<file path="src/sv/cmix_pkg.sv">
// shared types, constants and helpers for the column prefix mixer
// no dependencies; imported by every module of the block
package cmix_pkg;

	// channel count and widths of the running prefix values
	localparam int N  = 4;
	localparam int IW = (N > 1) ? $clog2(N) : 1;
	localparam int TW = 23;   // prefix total, signed
	localparam int CW = 19;   // prefix count, signed
	localparam int NW = 33;   // magnitude of total scaled by 1.0
	localparam int DW = CW - 1;
	localparam int QW = 17;   // quotient bits kept before saturation
	localparam int SW = NW + 1;

	// configuration register indexes
	localparam logic [1:0] REG_AVERAGE  = 2'd0;
	localparam logic [1:0] REG_WEIGHTED = 2'd1;
	localparam logic [1:0] REG_NEG_WGT  = 2'd2;

	localparam logic [15:0] SAT_MAX = 16'h7fff;
	localparam logic [15:0] SAT_MIN = 16'h8000;

	typedef logic signed [15:0] smp_t;

	typedef struct packed {
		logic avg;
		logic wgt;
		logic neg;
	} cfg_t;

	// one frame as it travels down the chain of prefix cells
	typedef struct packed {
		smp_t [N-1:0]             sig;
		smp_t [N-1:0]             up;
		logic [N-1:0]             conn;
		logic [N-1:0][TW-1:0]     tot;
		logic [N-1:0][CW-1:0]     cnt;
	} frame_t;

	// one channel inside the divider chain
	typedef struct packed {
		logic [NW-1:0] rem;
		logic [SW-1:0] dsh;
		logic [QW-1:0] q;
		logic          neg;
		logic          ovf;
		logic          zro;
		logic [15:0]   pass;
	} div_t;

	typedef div_t [N-1:0] div_row_t;

	// clip a prefix total to 16 bits
	function automatic logic [15:0] sat16(input logic [TW-1:0] v);
		logic signed [TW-1:0] s;
		begin
			s = $signed(v);
			if (s > $signed(TW'(32767)))
				sat16 = SAT_MAX;
			else if (s < -$signed(TW'(32768)))
				sat16 = SAT_MIN;
			else
				sat16 = v[15:0];
		end
	endfunction

endpackage

</file>
<file path="src/sv/cmix_cell.sv">
// prefix cell: adds one channel to the running total and count
// depends on cmix_pkg
module cmix_cell import cmix_pkg::*; (
	input  logic            clk,
	input  logic            en,
	input  logic [IW-1:0]   idx,
	input  cfg_t            cfg,
	input  frame_t          fr_i,
	output frame_t          fr_q
);

	logic signed [15:0]   s;
	logic signed [15:0]   u;
	logic signed [31:0]   prod;
	logic signed [31:0]   prod_fl;
	logic signed [16:0]   sum;
	logic signed [16:0]   w;
	logic [IW-1:0]        idx_p;
	logic signed [TW-1:0] tin;
	logic signed [CW-1:0] cin;
	logic signed [TW-1:0] tadd;
	logic signed [CW-1:0] cadd;
	logic signed [TW-1:0] tot_n;
	logic signed [CW-1:0] cnt_n;
	frame_t               fr_n;

	// contribution of this channel
	always_comb begin
		s       = $signed(fr_i.sig[idx]);
		u       = $signed(fr_i.up[idx]);
		idx_p   = idx - IW'(1);
		tin     = (idx == '0) ? '0 : $signed(fr_i.tot[idx_p]);
		cin     = (idx == '0) ? '0 : $signed(fr_i.cnt[idx_p]);
		prod    = s * u;
		prod_fl = prod >>> 11;
		sum     = {s[15], s} + {u[15], u};
		w       = (cfg.neg || !u[15]) ? {u[15], u} : -{u[15], u};
		if (cfg.wgt)
			tadd = prod_fl[TW-1:0];
		else
			tadd = {{(TW-17){sum[16]}}, sum};
		cadd = '0;
		if (fr_i.conn[idx]) begin
			if (cfg.wgt)
				cadd = {{(CW-17){w[16]}}, w};
			else if (u != 16'sd0)
				cadd = CW'(2048);
		end
		if (!cfg.wgt && s != 16'sd0)
			cadd = cadd + CW'(2048);
		tot_n = tin + tadd;
		cnt_n = cin + cadd;
		// new prefix goes in this channel's slot
		fr_n          = fr_i;
		fr_n.tot[idx] = tot_n;
		fr_n.cnt[idx] = cnt_n;
	end

	// stage register
	always_ff @(posedge clk) begin
		if (en)
			fr_q <= fr_n;
	end

endmodule

</file>
<file path="config.mk">
export PLATFORM = sky130hd
export DESIGN_NAME = cmix_cell
export DESIGN_NICKNAME = d
export VERILOG_FILES = /design/src/sv/cmix_pkg.sv /design/src/sv/cmix_cell.sv
export SDC_FILE = /design/constraint.sdc
export NUM_CORES = 1
export LEC_CHECK = 0
export BUFFER_PORTS_ARGS = -buffer_cell sky130_fd_sc_hd__buf_2
export CORE_MARGIN = 8
export CORE_UTILIZATION = 30
export CTS_CLUSTER_DIAMETER = 40
export DETAILED_ROUTE_END_ITERATION = 12
export GPL_TIMING_DRIVEN = 0
export PLACE_DENSITY = 0.52
export SYNTH_ARGS = -nofsm -noshare
export SYNTH_HDL_FRONTEND = slang
export SYNTH_SLANG_ARGS = --single-unit
</file>
<file path="constraint.sdc">
create_clock -name clk -period 27.5 [get_ports clk]
set_input_delay 2.75 -clock clk [delete_from_list [all_inputs] [get_ports clk]]
set_output_delay 2.75 -clock clk [all_outputs]
set_load 0.05 [all_outputs]
</file>
# --- Word level (Yosys, flattened, before mapping) ---
# Index checks and enable logic that the tools add are counted.
totals:
  regBits: 300
  inputBits: 307
  output_inout_bits: 300
  wordCells: 59
classes:
  add_sub_neg: 6
  mul: 1
  n_lt_le_gt_ge: 3
  n_mux: 24
  n_reduce_logical: 8
op_table:
  columns: ["op", "n"]
  rows:
  - ["$mux 19", 6]
  - ["$bwmux 92", 1]
  - ["$mux 23", 4]
  - ["$bwmux 76", 1]
  - ["$bmux 16 s2", 2]
  - ["$bmux 23 s2", 1]
  - ["$demux 23 s2", 1]
  - ["$bmux 19 s2", 1]
  - ["$demux 19 s2", 1]
  - ["$mul 16x16->32", 1]
  - ["$mux 16", 2]
  - ["$reduce_bool 16->1", 2]
  - ["$add 23x23->23", 1]
  - ["$add 19x13->19 const B", 1]
  - ["$add 19x19->19", 1]
  - ["$add 16x16->17", 1]
  - ["$mux 17", 1]
  - ["$neg 17->17", 1]
  - ["$mux 12", 1]
  - ["$lt 2x3->1 const B", 2]
  - ["$bmux 1 s2", 1]
  - ["$ge 2x1->1 const B", 1]
  - ["$logic_and 1x1->1", 2]
  - ["$logic_not 1->1", 2]
  - ["4 further kinds", 4]

# --- Logic depth before layout (Yosys ltp) ---
depth:
  ltp_word: 11
  ltp_mapped: 42

# --- Least setup slack after synthesis ---
# Ideal clock, no wire load.
synth_path:
  path_type: "input port to flip-flop"
  from: "in idx[1]"
  to: "reg fr_q[121] (netlist name), data pin"
  setup_ps: 146
  arrival_ps: 11891
  slack_ps: 15463
  cell_stages: 40
  cell_sequence: "buf_2 > buf_6 > buf_4 > buf_1 > buf_2 > mux4_2 > clkbuf_1 > ha_1 > fa_1 > inv_1 > fa_1 > fa_1 > inv_1 > fa_1 > fa_1 > inv_1 > fa_1 > inv_1 > [... 4 more ...] > inv_1 > o31ai_1 > a21o_1 > a21o_1 > a21oi_1 > xor2_1 > a21oi_1 > ha_1 > a21o_1 > a21o_1 > a2111oi_0 > o21ai_1 > a21oi_1 > o21ai_1 > a21o_1 > a21oi_1 > xnor3_1 > a21oi_1"
synth_lines:
  columns: ["element", "line", "rtl"]
  rows:
  - ["start: declaration", "cmix_cell.sv:6", "input logic [IW-1:0] idx,"]
  - ["end signal: assignment", "cmix_cell.sv:62", "fr_q <= fr_n;"]
  - ["end: declaration", "cmix_cell.sv:9", "output frame_t fr_q"]

==> metrics.txt <==
Critical Path Max Stage Delay=0.92 ns; worst hold start=fr_i[216]; CP max stage cell=buf_1; HP Class=in2reg; RePlAce Congestion=0.9181; dominant synthesized flop cell=edfxtp_1; final critical-path required period=14.86 ns; Num CTS Buffers=55; Max Cap Viol=0; clk root buf=clkbuf_16; max reg flops=300; biggest regs=fr_q x300; most used cell, CP=fa_1; Initial DRC Count=1178; total number of clock tree sinks=300; post-synth net total=2886; CTS Hold Buffers Added=0; mean post-synth cell area=11.84 um^2; post-route ant nets=0; EDFF count, synth=300; Core ar.=85010 um^2; # IOs=607; WHS Path Cells=1; wire per inst=24.42 um; top cell type by total area after synthesis=edfxtp_1; Post-CTS Setup Inserts=0; synth top area cells=edfxtp_1 (35%), fa_1 (21%), ha_1 (6.9%); Clock Tree Buf Depth=3; share of layout cells above drive strength 1=33.03%; Worst setup EP type=register; CP arrival=15.34 ns; CP Max Fanout=10; FP Rows=107; crit path launch type=input port; TritonRoute pass-1 iters=5; GR Util All Layers=20.29%; vias per inst=4.838; width of the die=308.8 um; Biggest register=fr_q; final wirelength=98550 um; global-route wire length before repair=142700 um; Area growth syn-to-layout=24.83%; synth cell count leaders=inv_1 (336), edfxtp_1 (300), fa_1 (264), nand2_1 (171), mux2_2 (155); post-place instance area=30250 um^2; Mapped Cells=2173; dpl hpwl=80930 um; status=completed; clk slew on worst S/H paths=0.05 ns; #FFs+latches synth=300; Port Buffer Count=605; DR DRC count=0; Worst Tran Pin Value=1.253 ns; largest net degree at the start of global routing=109; starting density of the core=30.26%; GR Overflow Total=0; die area=95370 um^2; Setup TNS=0 ns; Endpoint, Worst Hold=fr_q[216]$_DFFE_PP_; Seq/Total Area, Yosys=35.02%; CP Data Required Time=27.98 ns; final net count=3550; Setup WS pre-CTS=12.13 ns; Yosys top cell area share=35.02%; unrepaired setup endpoints after global routing=false; Setup CP Type=in2reg; Fill cells=8491; most common cell in the netlist=inv_1; Setup Viol. Count Final=0; Distinct cells, synth=69; Slew headroom=15.93%; CTS tree=yes; post-route cell area=32110 um^2; Setup WS post-layout=12.64 ns; final hold vios=0; H-tree levels=2; FFs w/ async S/R, synth=0%; number of global-route vias before repair=20740; post-CTS resize count=0; Post-Syn Area=25720 um^2; chip height=308.8 um; Max Clock Freq=67.29 MHz; via count=19530; Slew Viols, Final=0; initial antenna violation count=17; Yosys warning total=0; period utilisation layout=54.04%
-- worst max-delay path: cells and delay by family --
kind                       cells  cell delay (ns)
AOI/OAI and AO/OA             15             3.51
xor gates and xnor gates       1             0.42
adders and majority gates      8             3.75
buffers and inverters         11             3.97
muxes                          1             0.41
and+or+nand+nor                2             0.44
-- through the flow --
step	hold slack, ns	util [%]	std cells
floorplan	2.849	-	2173
global placement	2.940	35.50	3922
detailed placement	2.942	35.58	3924
CTS	2.249	37.74	4026
global route	2.269	37.76	4031
finish	2.286	37.77	4036
-- cell usage in the layout, fill, tap and decap left out, drive strengths merged, types with 10 or more instances in the layout --
cell type / n
a211oi: 10
a21o: 24
a21oi: 83
and2: 78
buf: 629
clkbuf: 126
clkinv: 21
clkinvlp: 10
diode: 10
edfxtp: 300
fa: 264
ha: 142
inv: 348
mux2: 157
mux2i: 18
mux4: 64
nand2: 172
nand2b: 12
nor2: 104
nor2b: 55
nor3: 14
o21ai: 45
xnor2: 68
xor2: 22
-- layout make-up --
cell class	count	area (um^2)	share of cell area, %
Buffer	87	371.6	1.157
Clock inverter	41	439.2	1.368
Sequential cell	300	9009	28.05
Timing Repair Buffer	607	3093	9.632
Tap cell	1144	1431	4.458
Multi-Input combinational cell	1444	15060	46.90
Inverter	342	1284	3.998
Clock buffer	61	1399	4.356
Antenna cell	10	25.02	0.07793
-- logic make-up (layout without fill, tap and decap cells) --
kind of cell	after synthesis	count (layout)	synth area share, %
muxes	239	239	13.18
xor gates and xnor gates	91	91	3.152
DFF	300	300	35.02
and+or+nand+nor	482	482	9.086
buffers and inverters	429	1138	6.435
AOI/OAI and AO/OA	226	226	5.676
adders and majority gates	406	406	27.45
other	0	10	0
-- worst max-delay path by stage --
stage / cells after the start / start / endpoint / slack [ns]
6_report: 38 / idx[1] / fr_q[144]$_DFFE_PP_ / 12.64
5_1_grt: 38 / idx[1] / fr_q[144]$_DFFE_PP_ / 12.28
4_1_cts: 38 / idx[1] / fr_q[144]$_DFFE_PP_ / 12.78
3_5_place_dp: 38 / idx[1] / fr_q[144]$_DFFE_PP_ / 12.13
3_3_place_gp: 39 / idx[1] / fr_q[144]$_DFFE_PP_ / 12.21
2_1_floorplan: 40 / idx[1] / fr_q[121]$_DFFE_PP_ / 15.46
-- routing by layer --
metal | vias up | share of wire (%) | global-route usage (%)
met5 | - | 0.067 | 0
met3 | 133 | 9.4 | 6.303
met4 | 10 | 3.0 | 6.248
met2 | 846 | 48 | 33.84
met1 | 9812 | 40 | 25.14
li1 | 8726 | - | -
Power is not shown: default switching activity piles up to over one toggle a cycle in this logic, so the estimate is an artifact.
