`config.mk`:
```
export PLATFORM = sky130hd
export DESIGN_NAME = cmix_div_cell
export DESIGN_NICKNAME = d
export VERILOG_FILES = /design/src/sv/cmix_pkg.sv /design/src/sv/cmix_div_cell.sv
export SDC_FILE = /design/constraint.sdc
export NUM_CORES = 1
export LEC_CHECK = 0
export BUFFER_PORTS_ARGS = -buffer_cell sky130_fd_sc_hd__buf_2
export CAP_MARGIN = 10
export CORE_AREA = 2 2 322 324
export DETAILED_ROUTE_END_ITERATION = 10
export DIE_AREA = 0 0 324 326
export PLACE_DENSITY = 0.37
export SYNTH_ARGS = -nofsm -noshare
export SYNTH_HDL_FRONTEND = slang
export SYNTH_SLANG_ARGS = --single-unit
```
`constraint.sdc`:
```
create_clock -name clk -period 4.3 [get_ports clk]
set_input_delay 0.86 -clock clk [delete_from_list [all_inputs] [get_ports clk]]
set_output_delay 0.86 -clock clk [all_outputs]
set_load 0.03 [all_outputs]
```
`src/sv/cmix_pkg.sv`:
```
// shared types, constants and helpers for the column prefix mixer
// no dependencies; imported by every module of the block
package cmix_pkg;

	// channel count and widths of the running prefix values
	localparam int N  = 4;
	localparam int IW = (N > 1) ? $clog2(N) : 1;
	localparam int TW = 23;   // prefix total, signed
	localparam int CW = 19;   // prefix count, signed
	localparam int NW = 33;   // magnitude of total scaled by 1.0
	localparam int DW = CW - 1;
	localparam int QW = 17;   // quotient bits kept before saturation
	localparam int SW = NW + 1;

	// configuration register indexes
	localparam logic [1:0] REG_AVERAGE  = 2'd0;
	localparam logic [1:0] REG_WEIGHTED = 2'd1;
	localparam logic [1:0] REG_NEG_WGT  = 2'd2;

	localparam logic [15:0] SAT_MAX = 16'h7fff;
	localparam logic [15:0] SAT_MIN = 16'h8000;

	typedef logic signed [15:0] smp_t;

	typedef struct packed {
		logic avg;
		logic wgt;
		logic neg;
	} cfg_t;

	// one frame as it travels down the chain of prefix cells
	typedef struct packed {
		smp_t [N-1:0]             sig;
		smp_t [N-1:0]             up;
		logic [N-1:0]             conn;
		logic [N-1:0][TW-1:0]     tot;
		logic [N-1:0][CW-1:0]     cnt;
	} frame_t;

	// one channel inside the divider chain
	typedef struct packed {
		logic [NW-1:0] rem;
		logic [SW-1:0] dsh;
		logic [QW-1:0] q;
		logic          neg;
		logic          ovf;
		logic          zro;
		logic [15:0]   pass;
	} div_t;

	typedef div_t [N-1:0] div_row_t;

	// clip a prefix total to 16 bits
	function automatic logic [15:0] sat16(input logic [TW-1:0] v);
		logic signed [TW-1:0] s;
		begin
			s = $signed(v);
			if (s > $signed(TW'(32767)))
				sat16 = SAT_MAX;
			else if (s < -$signed(TW'(32768)))
				sat16 = SAT_MIN;
			else
				sat16 = v[15:0];
		end
	endfunction

endpackage

```
`src/sv/cmix_div_cell.sv`:
```
// divider cell: one restoring quotient bit for every channel
// depends on cmix_pkg
module cmix_div_cell import cmix_pkg::*; (
	input  logic     clk,
	input  logic     en,
	input  div_row_t d_i,
	output div_row_t d_q
);

	div_row_t d_n;
	logic [N-1:0] ge;

	// compare and subtract the shifted divisor
	always_comb begin
		for (int c = 0; c < N; c++) begin
			d_n[c]     = d_i[c];
			ge[c]      = {1'b0, d_i[c].rem} >= d_i[c].dsh;
			if (ge[c])
				d_n[c].rem = d_i[c].rem - d_i[c].dsh[NW-1:0];
			d_n[c].q   = {d_i[c].q[QW-2:0], ge[c]};
			d_n[c].dsh = d_i[c].dsh >> 1;
		end
	end

	always_ff @(posedge clk) begin
		if (en)
			d_q <= d_n;
	end

endmodule

```
**Word-level counts from Yosys, hierarchy flattened**

Cells that the tools add are included.

- Logic and storage cells: 40
- Register bits: 408
- Output and inout bits: 412
- Input port bits: 414

- Mux-type cells: 4
- Magnitude comparators: 4
- $add $sub $neg: 4

Operators by type and width:

| cell | count |
|---|---|
| greater-or-equal comparator 33 x 34 -> 1 bit | 4 |
| 2-to-1 mux 33 bit | 4 |
| subtractor 33 bit | 4 |

**Depth between registers and ports, before layout**

Gate-level depths: netlist of the first run.

- Depth after elaboration: 2
- Gate-level depth with buffers: 16
- Depth with buffers taken out: 15

**Least setup slack after synthesis of the first run**

Ideal clock, no wire load.

- Kind: input to register
- Start: in d_i[276] (netlist name)
- End: reg d_q[277] (netlist name), data pin
- Required time: 4,040 ps
- Path slack: 381 ps
- Library setup time: 260 ps
- Buffers on the path: 1
- Stages on the path: 14
- Arrival: 3,659 ps
- Path through: inv_1 ha_1 inv_1 fa_1 a21oi_1 o22ai_1 nor3_1 o41ai_2 a31oi_1 o21ai_1 nor3b_2 o41ai_4 buf_4 mux2_2

RTL lines:

| item | RTL line | source |
|---|---|---|
| from (decl) | cmix_div_cell.sv:6 | `input div_row_t d_i,` |
| to (signal assigned) | cmix_div_cell.sv:27 | `d_q <= d_n;` |
| to (decl) | cmix_div_cell.sv:7 | `output div_row_t d_q` |

==> summary.md, run 1 <==
| Metric | Value |
|---|---|
| Gr usage total | `0.1407` |
| Top cell type by total area after synthesis | `edfxtp_1` |
| Highest clock rate | `266.0 MHz` |
| Deepest clock path buffer count | `3` |
| Top Registers | `d_q: 408 flops` |
| Unrepaired setup endpoints after global routing | `no` |
| Post-Syn Instances | `1770` |
| Hold path depth | `1` |
| Critical Path RT | `4680 ps` |
| First-pass DRT Iterations | `5` |
| Gr ovfl total | `0` |
| Row cnt | `118` |
| Synth area leaders | `edfxtp_1 (59%), ha_1 (7.9%), a21oi_1 (3.6%)` |
| Sequential area share after synthesis | `0.5869` |
| Placed Instances | `3992` |
| Initial antenna violation count | `27` |
| DIE WIDTH | `324 um` |
| Final Core Density | `0.2806` |
| Routed WL | `77.90 mm` |
| Crit path max fanout | `8` |
| Endpoints failing setup | `0` |
| Outcome | `completed` |
| P&R area growth vs syn | `37.96%` |
| Post-CTS Hold Buffers | `0` |
| Post-synth cell types | `73` |
| Cts repair resizes | `0` |
| Via/cell ratio | `4.128` |
| Total power draw | `12.11 mW` |
| Hpwl dp | `64.13 mm` |
| Post-Place Worst Slack | `-76.18 ps` |
| Post-route setup slack | `540.6 ps` |
| Peak VDD IR | `0.2633 mV` |
| Clk slew on worst S/H paths | `60 ps` |
| TNS Setup | `0 ps` |
| WHS Endpoint | `d_q[226]` |
| Root Driver | `clkbuf_16` |
| I/O pins | `826` |
| Layout cells sized above 1 | `0.3718` |
| Number of flops mapped to enable cells by yosys | `408` |
| Ys async rst share | `0` |
| Port Buffer Count | `817` |
| DRC viols | `0` |
| Crit Path Class | `input port to flop` |
| CTS Buf Count | `51` |
| Core Region | `0.1026 mm^2` |
| Hold Path Class | `input port to flop` |
| CP Capture Type | `flop` |
| Hold Vio Cnt, Final | `0` |
| Postcts setup bufs | `0` |
| Final worst-path cycle share | `0.8743` |
| Final RePlAce weighted congestion | `0.8435` |
| Most flops, register | `d_q` |
| Max H-tree Level | `2` |
| Design area | `0.02880 mm^2` |
| Most frequent cells in the layout | `buf_2 (816), edfxtp_1 (408), nand2_1 (173), inv_1 (166), a21oi_1 (150)` |
| WHS | `401.9 ps` |
| First-pass GRT wire length | `111.9 mm` |
| Pwr/cell area | `420.7 mW/mm^2` |
| Largest net degree at the start of global routing | `73` |
| Slew headroom | `0.4781` |
| # Max-Cap Violations | `0` |
| Drt wl/cell | `19.03 um` |
| Seq cells post-synth | `408` |
| Nets | `3215` |
| Clk sinks | `408` |
| Initial DRC count | `661` |
| Placed Area | `0.02711 mm^2` |
| CP Launch Type | `input port` |
| Yosys warns | `0` |
| Max reg flops | `408` |
| Fin. max-slew vios | `0` |
| Fill cell count | `10.86k` |
| Synth Cell Area | `0.02087 mm^2` |
| Share of the synthesized area in the top cell type | `0.5869` |
| Vias in the first global route | `17.52k` |
| Die area | `0.1056 mm^2` |
| Post-synth top flop | `edfxtp_1` |
| Worst Max-Slew Pin Slew | `782.9 ps` |
| Synth Area per Inst | `11.79 um^2` |
| Initial Util | `0.2034` |
| Worst path arrival time | `4140 ps` |
| HP Start | `d_i[225]` |
| Commonest non-fill, non-tap cell in the layout | `buf_2` |
| DR vias | `16.89k` |
| Antenna Nets Post-Route | `0` |
| Leakage | `12.83 nW` |
| CTS tree | `built` |
| Min cycle time layout | `3759 ps` |
| Die Ht | `326 um` |
| Fin cells | `4093` |
## worst max-delay path, stage by stage
cell	delay [ps]
buf_2	100
inv_1	50
ha_1	150
inv_1	50
fa_1	390
a21oi_1	300
o22ai_1	180
nor3_1	370
o41ai_2	170
a31oi_1	290
o21ai_1	150
nor3b_2	190
o41ai_4	300
buf_4	230
mux2_2	350
## layer usage
layer,vias up,GRT usage,wire length (um)
met1,7947,0.1687,32250
met2,529,0.2381,37410
met3,111,0.04582,6313
met4,28,0.04217,1741
met5,-,0,185
li1,8279,-,-
## how the worst max path moves through the flow
stage	start	endpoint	slack, ps	cells after the start
2_1_floorplan	d_i[276]	d_q[277]	380	14
3_3_place_gp	d_i[276]	d_q[290]	-70	15
3_5_place_dp	d_i[276]	d_q[290]	-80	15
4_1_cts	d_i[379]	d_q[390]	610	15
5_1_grt	d_i[379]	d_q[409]	380	16
6_report	d_i[276]	d_q[277]	540	15
## final cells by class
cell class / instances / area (um^2) / share of cell area
antenna: 10 / 25.02 / 0.0008690
clock inverter: 33 / 356.6 / 0.01238
tap: 1380 / 1727 / 0.05996
multi-input combinational: 1147 / 7777 / 0.2701
inverter: 168 / 630.6 / 0.02190
timing repair buffer: 889 / 4727 / 0.1641
clock buffer: 58 / 1303 / 0.04523
sequential: 408 / 12250 / 0.4254
## Yosys cell counts, types with 14 or more instances
cell type and count:
a21oi_1 151, a21o_1 62, edfxtp_1 408, xor2_1 62
xnor2_1 55, o21a_1 14, nor2_1 74, o21bai_1 17
ha_1 132, nand2_1 173, nand3_1 31, clkbuf_1 31
o21ai_0 148, a31oi_1 19, inv_1 166, nor2b_1 15
nand4_1 23
## kinds of logic after synthesis
family,share of synthesized area
XOR/XNOR,0.04909
multiplexers,0.009890
buffers and inverters,0.04154
AND/OR/NAND/NOR,0.08805
adder cells (fa/ha/maj),0.08296
other,0.0001797
flip-flops,0.5869
AO/OA/AOI/OAI,0.1413
## where the power goes
part           internal, mW  switching [mW]
combinational         0.974            1.92
sequential             4.81          0.0971
clock                  2.49            1.83
(Power assumes the default switching activity.)
==> run 2: changes to the inputs <==
--- a/config.mk
+++ b/config.mk
@@ -7,10 +7,11 @@
 export LEC_CHECK = 0
 export BUFFER_PORTS_ARGS = -buffer_cell sky130_fd_sc_hd__buf_2
 export CAP_MARGIN = 10
-export CORE_AREA = 2 2 322 324
+export CORE_AREA = 2 2 319 321
+export CTS_BUF_LIST = sky130_fd_sc_hd__clkbuf_4
 export DETAILED_ROUTE_END_ITERATION = 10
-export DIE_AREA = 0 0 324 326
-export PLACE_DENSITY = 0.37
+export DIE_AREA = 0 0 321 323
+export PLACE_DENSITY = 0.38
 export SYNTH_ARGS = -nofsm -noshare
 export SYNTH_HDL_FRONTEND = slang
 export SYNTH_SLANG_ARGS = --single-unit
==> summary.md, run 2 (synthesized netlist as in run 1, its figures left out) <==
| Metric | Value |
|---|---|
| Gr ovfl total | `0 (unchanged)` |
| Slew headroom | `0.3524 (was 0.4781)` |
| Design area | `0.03110 mm^2 (was 0.02880 mm^2)` |
| Post-CTS Hold Buffers | `252 (was 0)` |
| Nets | `3540 (was 3215)` |
| Hold Vio Cnt, Final | `0 (unchanged)` |
| Endpoints failing setup | `0 (unchanged)` |
| I/O pins | `826 (unchanged)` |
| P&R area growth vs syn | `49.00% (was 37.96%)` |
| CP dominant cell by count | `a21oi_1 (was inv_1)` |
| CTS Buf Count | `119 (was 51)` |
| Core Region | `0.1007 mm^2 (was 0.1026 mm^2)` |
| Unrepaired setup endpoints after global routing | `no (unchanged)` |
| Via/cell ratio | `4.214 (was 4.128)` |
| Fin. max-slew vios | `0 (unchanged)` |
| DIE WIDTH | `321 um (was 324 um)` |
| Commonest non-fill, non-tap cell in the layout | `buf_2 (unchanged)` |
| DR vias | `18.52k (was 16.89k)` |
| Die Ht | `323 um (was 326 um)` |
| Cts repair resizes | `0 (unchanged)` |
| Pwr/cell area | `373.6 mW/mm^2 (was 420.7 mW/mm^2)` |
| Port Buffer Count | `817 (unchanged)` |
| Worst path arrival time | `4600 ps (was 4140 ps)` |
| Post-route setup slack | `372.1 ps (was 540.6 ps)` |
| CP Capture Type | `flop (unchanged)` |
| Clk sinks | `408 (unchanged)` |
| Placed Area | `0.02710 mm^2 (was 0.02711 mm^2)` |
| Layout cells sized above 1 | `0.3628 (was 0.3718)` |
| Antenna Nets Post-Route | `0 (unchanged)` |
| Peak VDD IR | `0.2113 mV (was 0.2633 mV)` |
| Top Registers | `d_q: 408 flops (unchanged)` |
| Slowest stage delay, CP | `550 ps (was 390 ps)` |
| Critical Path RT | `4970 ps (was 4680 ps)` |
| DRC viols | `0 (unchanged)` |
| Fin cells | `4394 (was 4093)` |
| Outcome | `completed (unchanged)` |
| Routed WL | `79.94 mm (was 77.90 mm)` |
| Die area | `0.1037 mm^2 (was 0.1056 mm^2)` |
| Leakage | `14.00 nW (was 12.83 nW)` |
| Most frequent cells in the layout | `buf_2 (816), edfxtp_1 (408), dlygate4sd3_1 (252), nand2_1 (173), clkbuf_4 (167) (was buf_2 (816), edfxtp_1 (408), nand2_1 (173), inv_1 (166), a21oi_1 (150))` |
| Gr usage total | `0.1456 (was 0.1407)` |
| Critical path cell sequence | `dlygate4sd3_1 > buf_2 > inv_1 > fa_1 > a21oi_1 > o211ai_1 > a21oi_1 > a21oi_1 > a21oi_1 > buf_4 > o31ai_1 > or2_2 > a21oi_4 > buf_12 > mux2_2 (was buf_2 > inv_1 > ha_1 > inv_1 > fa_1 > a21oi_1 > o22ai_1 > nor3_1 > o41ai_2 > a31oi_1 > o21ai_1 > nor3b_2 > o41ai_4 > buf_4 > mux2_2)` |
| CP Launch Type | `input port (unchanged)` |
| Postcts setup bufs | `0 (unchanged)` |
| Placed Instances | `3926 (was 3992)` |
| Initial antenna violation count | `20 (was 27)` |
| Deepest clock path buffer count | `3 (unchanged)` |
| First-pass DRT Iterations | `4 (was 5)` |
| Fill cell count | `10.63k (was 10.86k)` |
| Initial DRC count | `746 (was 661)` |
| CTS tree | `built (unchanged)` |
| Max H-tree Level | `3 (was 2)` |
| Crit path max fanout | `14 (was 8)` |
| Max reg flops | `408 (unchanged)` |
| Crit Path Class | `input port to flop (unchanged)` |
| Final RePlAce weighted congestion | `0.8116 (was 0.8435)` |
| First-pass GRT wire length | `115.0 mm (was 111.9 mm)` |
| Most flops, register | `d_q (unchanged)` |
| Largest net degree at the start of global routing | `93 (was 73)` |
| Vias in the first global route | `19.24k (was 17.52k)` |
| Min cycle time layout | `3928 ps (was 3759 ps)` |
| Clk slew on worst S/H paths | `60 ps (about the same)` |
| Highest clock rate | `254.6 MHz (was 266.0 MHz)` |
| Initial Util | `0.2073 (was 0.2034)` |
| Final worst-path cycle share | `0.9135 (was 0.8743)` |
| Worst Max-Slew Pin Slew | `971.4 ps (was 782.9 ps)` |
| Slowest-stage cell, CP | `dlygate4sd3_1 (was fa_1)` |
| Row cnt | `117 (was 118)` |
| Drt wl/cell | `18.19 um (was 19.03 um)` |
| Hold Path Class | `input port to flop (unchanged)` |
| Hpwl dp | `63.54 mm (was 64.13 mm)` |
| Root Driver | `clkbuf_4 (was clkbuf_16)` |
| Post-Place Worst Slack | `-165.4 ps (was -76.18 ps)` |
| # Max-Cap Violations | `0 (unchanged)` |
-- run 2: changes by cell type in the layout (fill, tap and decap cells not counted), sizes merged --
cell         delta
bufinv          -5
clkinvlp        -6
buf             +5
clkinv         +13
inv             +5
clkbuf        +109
dlygate4sd3   +252
diode           -1
-- run 2: worst max-delay path, delay by kind of cell --
family | cells | cell delay (ps)
fa+ha+maj | 1 | 470
simple gates | 1 | 350
compound gates | 7 | 1480
buf+inv | 5 | 1080
mux | 1 | 340
-- run 2: stage by stage --
stage          TNS (ps)  hold slack [ps]  total power [mW]    util
2_1_floorplan         0            958.9             6.774       -
3_3_place_gp      -1572             1038             7.924  0.2691
3_5_place_dp      -2659             1038             7.926  0.2691
4_1_cts               0           0.7613             11.87  0.3086
5_1_grt               0            38.49             12.29  0.3087
6_report              0            154.1             11.62  0.3088
-- run 2: metal layers --
layer,track usage,wire length [um],vias up,part of all wire
li1,-,-,8998,-
met1,0.1750,33620,8747,0.42
met2,0.2455,38860,613,0.49
met3,0.04251,5531,139,0.069
met4,0.05514,1793,20,0.022
met5,0,137,-,0.0017
-- run 2: path summary, 6_finish.rpt --
check     start        to  slack, ps  depth (start not counted)
max    d_i[346]  d_q[390]        370                         15
min     d_i[46]   d_q[45]        150                          1
-- run 2: layout make-up --
| class | instances | area [um^2] | share of cell area |
|---|---|---|---|
| Timing Repair Buffer | 1146 | 7325 | 0.2355 |
| Clock inverter | 40 | 203.9 | 0.006557 |
| Multi-Input combinational cell | 1147 | 7777 | 0.2501 |
| Tap cell | 1309 | 1638 | 0.05266 |
| Inverter | 168 | 630.6 | 0.02028 |
| Antenna cell | 9 | 22.52 | 0.0007241 |
| Clock buffer | 167 | 1254 | 0.04031 |
| Sequential cell | 408 | 12250 | 0.3939 |
-- run 2: report_power, final --
| group | switching [mW] | internal [mW] | leakage [nW] |
|---|---|---|---|
| Clock | 1.81 | 1.80 | 0.870 |
| Combinational | 1.97 | 1.14 | 9.14 |
| Sequential | 0.103 | 4.81 | 3.99 |
